## src/rtl/fpscam_pkg.sv

```systemverilog
package fpscam_pkg;

    localparam int CordicStepsDefault = 16;
    localparam int TabLen = 24;

    localparam int AngW  = 27;
    localparam int VecW  = 34;
    localparam int Q14W  = 16;
    localparam int PosW  = 32;
    localparam int CfgIdxW = 3;

    localparam logic [CfgIdxW-1:0] RegMouseSpeed = 3'd0;
    localparam logic [CfgIdxW-1:0] RegStartYaw   = 3'd1;
    localparam logic [CfgIdxW-1:0] RegStartPitch = 3'd2;
    localparam logic [CfgIdxW-1:0] RegStartPosX  = 3'd3;
    localparam logic [CfgIdxW-1:0] RegStartPosY  = 3'd4;
    localparam logic [CfgIdxW-1:0] RegStartPosZ  = 3'd5;

    localparam logic signed [35:0] YawMod    = 36'sd23592960;
    localparam logic signed [35:0] PitchLim  = 36'sd5832704;
    localparam logic signed [AngW-1:0] Deg90  = 27'sd5898240;
    localparam logic signed [AngW-1:0] Deg180 = 27'sd11796480;
    localparam logic signed [VecW-1:0] CordicGain = 34'sd652032874;

    typedef struct packed {
        logic signed [15:0] mouse_dx;
        logic signed [15:0] mouse_dy;
        logic signed [31:0] delta_pos_x;
        logic signed [31:0] delta_pos_y;
        logic signed [31:0] delta_pos_z;
    } t_in;

    typedef struct packed {
        logic signed [15:0] right_x;
        logic signed [15:0] right_z;
        logic signed [15:0] up_x;
        logic signed [15:0] up_y;
        logic signed [15:0] up_z;
        logic signed [15:0] back_x;
        logic signed [15:0] back_y;
        logic signed [15:0] back_z;
        logic signed [31:0] trans_right;
        logic signed [31:0] trans_up;
        logic signed [31:0] trans_fwd;
    } t_out;

    typedef struct packed {
        logic [CfgIdxW-1:0] index;
        logic [31:0]        data;
    } t_cfg;

    function automatic logic signed [AngW-1:0] atan_deg(input logic [4:0] i);
        logic signed [AngW-1:0] r;
        unique case (i)
            5'd0: r = 27'sd2949120;  5'd1: r = 27'sd1740967;
            5'd2: r = 27'sd919879;   5'd3: r = 27'sd466945;
            5'd4: r = 27'sd234379;   5'd5: r = 27'sd117304;
            5'd6: r = 27'sd58666;    5'd7: r = 27'sd29335;
            5'd8: r = 27'sd14668;    5'd9: r = 27'sd7334;
            5'd10: r = 27'sd3667;    5'd11: r = 27'sd1833;
            5'd12: r = 27'sd917;     5'd13: r = 27'sd458;
            5'd14: r = 27'sd229;     5'd15: r = 27'sd115;
            5'd16: r = 27'sd57;      5'd17: r = 27'sd29;
            5'd18: r = 27'sd14;      5'd19: r = 27'sd7;
            5'd20: r = 27'sd4;       5'd21: r = 27'sd2;
            5'd22: r = 27'sd1;
            default: r = '0;
        endcase
        return r;
    endfunction

endpackage

```

## src/rtl/fpscam_cordic.sv

```systemverilog
module fpscam_cordic #(
    parameter int CORDIC_STEPS = fpscam_pkg::CordicStepsDefault
) (
    input  logic                                   i_clk,
    input  logic                                   i_rst_n,
    input  logic                                   i_start,
    input  logic signed [fpscam_pkg::AngW-1:0]     i_angle,
    output logic                                   o_done,
    output logic signed [fpscam_pkg::VecW-1:0]     o_sin,
    output logic signed [fpscam_pkg::VecW-1:0]     o_cos
);
    localparam int NSteps = (CORDIC_STEPS < fpscam_pkg::TabLen) ?
                            CORDIC_STEPS : fpscam_pkg::TabLen;

    logic                                r_busy;
    logic [4:0]                          r_step;
    logic                                r_neg;
    logic signed [fpscam_pkg::VecW-1:0]  r_x, r_y;
    logic signed [fpscam_pkg::AngW-1:0]  r_z;
    logic signed [fpscam_pkg::AngW-1:0]  a1, a2;
    logic                                neg;
    logic signed [fpscam_pkg::VecW-1:0]  xs, ys;

    always_comb begin
        a1 = i_angle;
        if (a1 > fpscam_pkg::Deg180) begin
            a1 = a1 - fpscam_pkg::AngW'(fpscam_pkg::YawMod);
        end
        a2 = a1;
        neg = 1'b0;
        if (a1 > fpscam_pkg::Deg90) begin
            a2 = a1 - fpscam_pkg::Deg180;
            neg = 1'b1;
        end else if (a1 < -fpscam_pkg::Deg90) begin
            a2 = a1 + fpscam_pkg::Deg180;
            neg = 1'b1;
        end
        xs = r_x >>> r_step;
        ys = r_y >>> r_step;
    end

    always_ff @(posedge i_clk) begin
        if (!i_rst_n) begin
            r_busy <= 1'b0;
            r_step <= '0;
        end else if (i_start) begin
            r_busy <= 1'b1;
            r_step <= '0;
        end else if (r_busy) begin
            if (r_step == 5'(NSteps - 1)) begin
                r_busy <= 1'b0;
            end
            r_step <= r_step + 5'd1;
        end
    end

    always_ff @(posedge i_clk) begin
        if (i_start) begin
            r_x   <= fpscam_pkg::CordicGain;
            r_y   <= '0;
            r_z   <= a2;
            r_neg <= neg;
        end else if (r_busy) begin
            if (r_z >= 0) begin
                r_x <= r_x - ys;
                r_y <= r_y + xs;
                r_z <= r_z - fpscam_pkg::atan_deg(r_step);
            end else begin
                r_x <= r_x + ys;
                r_y <= r_y - xs;
                r_z <= r_z + fpscam_pkg::atan_deg(r_step);
            end
        end
    end

    assign o_done = !r_busy && !i_start;
    assign o_sin  = r_neg ? -r_y : r_y;
    assign o_cos  = r_neg ? -r_x : r_x;
endmodule

```

## config.mk

```make
export PLATFORM = sky130hd
export DESIGN_NAME = fpscam_cordic
export DESIGN_NICKNAME = d
export VERILOG_FILES = /design/src/rtl/fpscam_pkg.sv /design/src/rtl/fpscam_cordic.sv
export SDC_FILE = /design/constraint.sdc
export NUM_CORES = 1
export LEC_CHECK = 0
export ABC_AREA = 1
export BUFFER_PORTS_ARGS = -buffer_cell sky130_fd_sc_hd__clkbuf_2
export CAP_MARGIN = 0
export CORE_MARGIN = 2
export CORE_UTILIZATION = 59
export CTS_BUF_LIST = sky130_fd_sc_hd__clkbuf_4 sky130_fd_sc_hd__clkbuf_8
export DETAILED_ROUTE_END_ITERATION = 8
export GPL_ROUTABILITY_DRIVEN = 0
export PLACE_DENSITY_LB_ADDON = 0.05
export SLEW_MARGIN = 20
export SYNTH_ARGS = -nofsm -noshare
export SYNTH_HDL_FRONTEND = slang
export SYNTH_SLANG_ARGS = --single-unit
```

## constraint.sdc

```tcl
create_clock -name i_clk -period 4.4 [get_ports i_clk]
set_input_delay 0.44 -clock i_clk [delete_from_list [all_inputs] [get_ports i_clk]]
set_output_delay 0.44 -clock i_clk [all_outputs]
set_load 0.05 [all_outputs]
```

==> impl_results.md <==
* Status: finished with violations
* Failing checks: design-rule violations, negative setup slack
* Number of synthesized flops with an enable pin at 28
* Initial antenna violation count at 1
* Share of cells above drive strength 1 at 0.285
* TNS Setup at -2.39 ns
* Required time of the critical path at 4.80 ns
* Vias in the first global route at 20,493
* Fraction of registers with async set/reset at 0
* Hold_ws at 0.213 ns
* Worst Hold Class: in2reg
* Critical path arrival at 5.14 ns
* Worst-path clk slew at 0.09 ns
* Mapped Cells at 3,031
* Critical path's slowest cell: dfxtp_4
* DRT Pass-1 Iters at 9
* Placed cell count at 3,715
* Top cells by count, synth: 737 x nand2_1, 483 x nand3_1, 313 x inv_1, 270 x nor2_1, 201 x a21oi_1
* CTS tree: built
* Die H at 177 µm
* Dpl hpwl at 49,100 µm
* Largest net degree at the start of global routing at 68
* Setup crit end kind: flop
* Final Critical Period at 4.74 ns
* Clock Latency Late Sink at 0.52 ns
* Max Cap Violations at 0
* Mapped cell area at 17,700 µm²
* Clock Tree Buf Depth at 2
* Final core utilization at 0.797
* Drt initial violations at 3,559
* Fmax at 0.211 GHz
* Grt ovf at 0
* # DRC at 113
* Clock Skew at 0.0238 ns
* # IOs at 99
* Leakage at 11.8 nW
* Most common flop cell mapped by yosys: dfxtp_1
* Max_slew headroom at 0.261
* Post-route insts no fill at 3,806
* Mean post-synth cell area at 5.85 µm²
* Core ar. at 29,600 µm²
* Synth warnings at 0
* Top-count cell post-synth: nand2_1
* Worst-Margin Slew at 1.11 ns
* Area Overhead vs Synth at 33.1%
* Dpl cell area at 20,600 µm²
* Yosys cell types at 56
* WL final at 72,100 µm
* Global-route wire length before repair at 101,000 µm
* VDD IR max at 476 µV
* Vias/cell at 6.25
* # diodes at 0
* Yosys top cell area share at 0.156
* CTS root buf: clkbuf_8
* Synth Net Count at 3,176
* Post-route ant nets at 0
* Total Power at 17.8 mW
* Die Area at 31,500 µm²
* PwrDens at 754 nW/µm²
* Worst Setup Start Kind: flop
* Flops & latches, synth at 124
* H-tree depth at 4
* CTS Hold Bufs at 0
* Top post-synthesis cells by area: nand2_1 16%, nand3_1 14%, dfxtp_1 11%, ha_1 7.9%, xor2_1 6.9%
* Place WS at -0.290 ns
* Final Slew Violations at 0
* Final hold vios at 0
* WL per Instance at 18.9 µm
* Worst Setup Slack, final at -0.336 ns
* # rows at 63
* Port bufs at 98
* Tcrit/Tclk final at 1.08
* Final setup fails at 19
* Synth area leader: nand2_1
* Chip width at 177 µm
* Cts bufs inserted at 17
* Unrepaired setup endpoints after global routing: true
* Clock Sinks at 124
* Largest stage delay on the critical path at 0.41 ns
* Critical path class: reg2reg
* Starting density of the core at 0.599
* Total GRT Usage at 0.398
* Post-layout nets at 3,548
* Vias after detailed routing at 23,787
* Fin area at 23,600 µm²
* Register area share after synthesis at 0.156
* Crit-path max FO at 8
-- power breakdown --
part | switching [mW] | internal (mW)
Sequential | 0.395 | 1.49
Clock | 0.581 | 0.642
Combinational | 8.83 | 5.88
Total | 9.80 | 8.01
-- placed cells by master, fill, tap and decap left out, types with 14 or more instances in the layout --
| cell | instances |
|---|---|
| o21ai_1 | 36 |
| a21oi_2 | 27 |
| o21ai_0 | 138 |
| o21ai_2 | 14 |
| nor2_1 | 244 |
| xor2_1 | 132 |
| nand3_1 | 350 |
| nand2_1 | 624 |
| nand4_1 | 29 |
| ha_1 | 99 |
| dfxtp_1 | 92 |
| or2_2 | 17 |
| a21oi_1 | 173 |
| nor2_2 | 26 |
| clkbuf_2 | 97 |
| a31oi_1 | 23 |
| nand2_2 | 118 |
| edfxtp_1 | 28 |
| buf_4 | 347 |
| clkbuf_8 | 18 |
| inv_2 | 19 |
| nor3_1 | 39 |
| inv_1 | 298 |
| nand3_2 | 133 |
| xnor2_1 | 43 |
-- kinds of logic (layout without fill, tap and decap cells) --
| family | Yosys count | in the layout | share of synthesized area |
|---|---|---|---|
| buffers and inverters | 453 | 838 | 0.106 |
| DFF | 124 | 124 | 0.156 |
| AOI/OAI and AO/OA | 503 | 503 | 0.157 |
| and+or+nand+nor | 1650 | 1650 | 0.407 |
| xor gates and xnor gates | 186 | 186 | 0.0918 |
| adders and majority gates | 115 | 115 | 0.0824 |
-- per-layer routing --
| metal | GRT usage | vias up | share of wire |
|---|---|---|---|
| met5 | 0 | - | 0 |
| met4 | 0.200 | 0 | 0.070 |
| met3 | 0.0810 | 479 | 0.11 |
| met2 | 0.649 | 1637 | 0.44 |
| met1 | 0.497 | 10788 | 0.37 |
| li1 | - | 10883 | - |
-- critical path: cells and delay by family (launching register included) --
| family | cells | cell delay [ns] |
|---|---|---|
| AOI/OAI and AO/OA | 3 | 0.49 |
| and+or+nand+nor | 22 | 2.37 |
| DFF | 1 | 0.41 |
| buffers and inverters | 8 | 0.88 |
| xor gates and xnor gates | 1 | 0.13 |
| adders and majority gates | 1 | 0.32 |
-- repair_timing --
action	CTS	global route
pin swaps	16	116
gates resized for setup	52	452
setup endpoints to repair	21	43
gates cloned	2	9
setup buffers	7	43
-- path summary, 6_finish.rpt --
check / cells past startpoint / end / slack [ns] / startpoint
setup / recovery: 35 / r_y[33]$_SDFFE_PP0P_ / -0.34 / r_step[0]$_SDFFE_PP0P_
hold / removal: 3 / r_z[1]$_DFFE_PN_ / 0.21 / i_angle[1]
setup reg to reg: 35 / r_y[33]$_SDFFE_PP0P_ / -0.34 / r_step[0]$_SDFFE_PP0P_
hold reg to reg: 2 / r_x[33]$_SDFFE_PP0P_ / 0.66 / r_x[33]$_SDFFE_PP0P_
-- cell type report --
type                       instances  area [µm²]
clock buffer                      19         255
clock inverter                    13         189
fill                            2078        6020
inverter                         326        1250
multi-input combinational       2454       14900
sequential                       124        2770
tap                              390         488
timing repair buffer             476        3670
timing repair inverter             4        66.3
No activity file was read; power rests on OpenSTA's default activity.
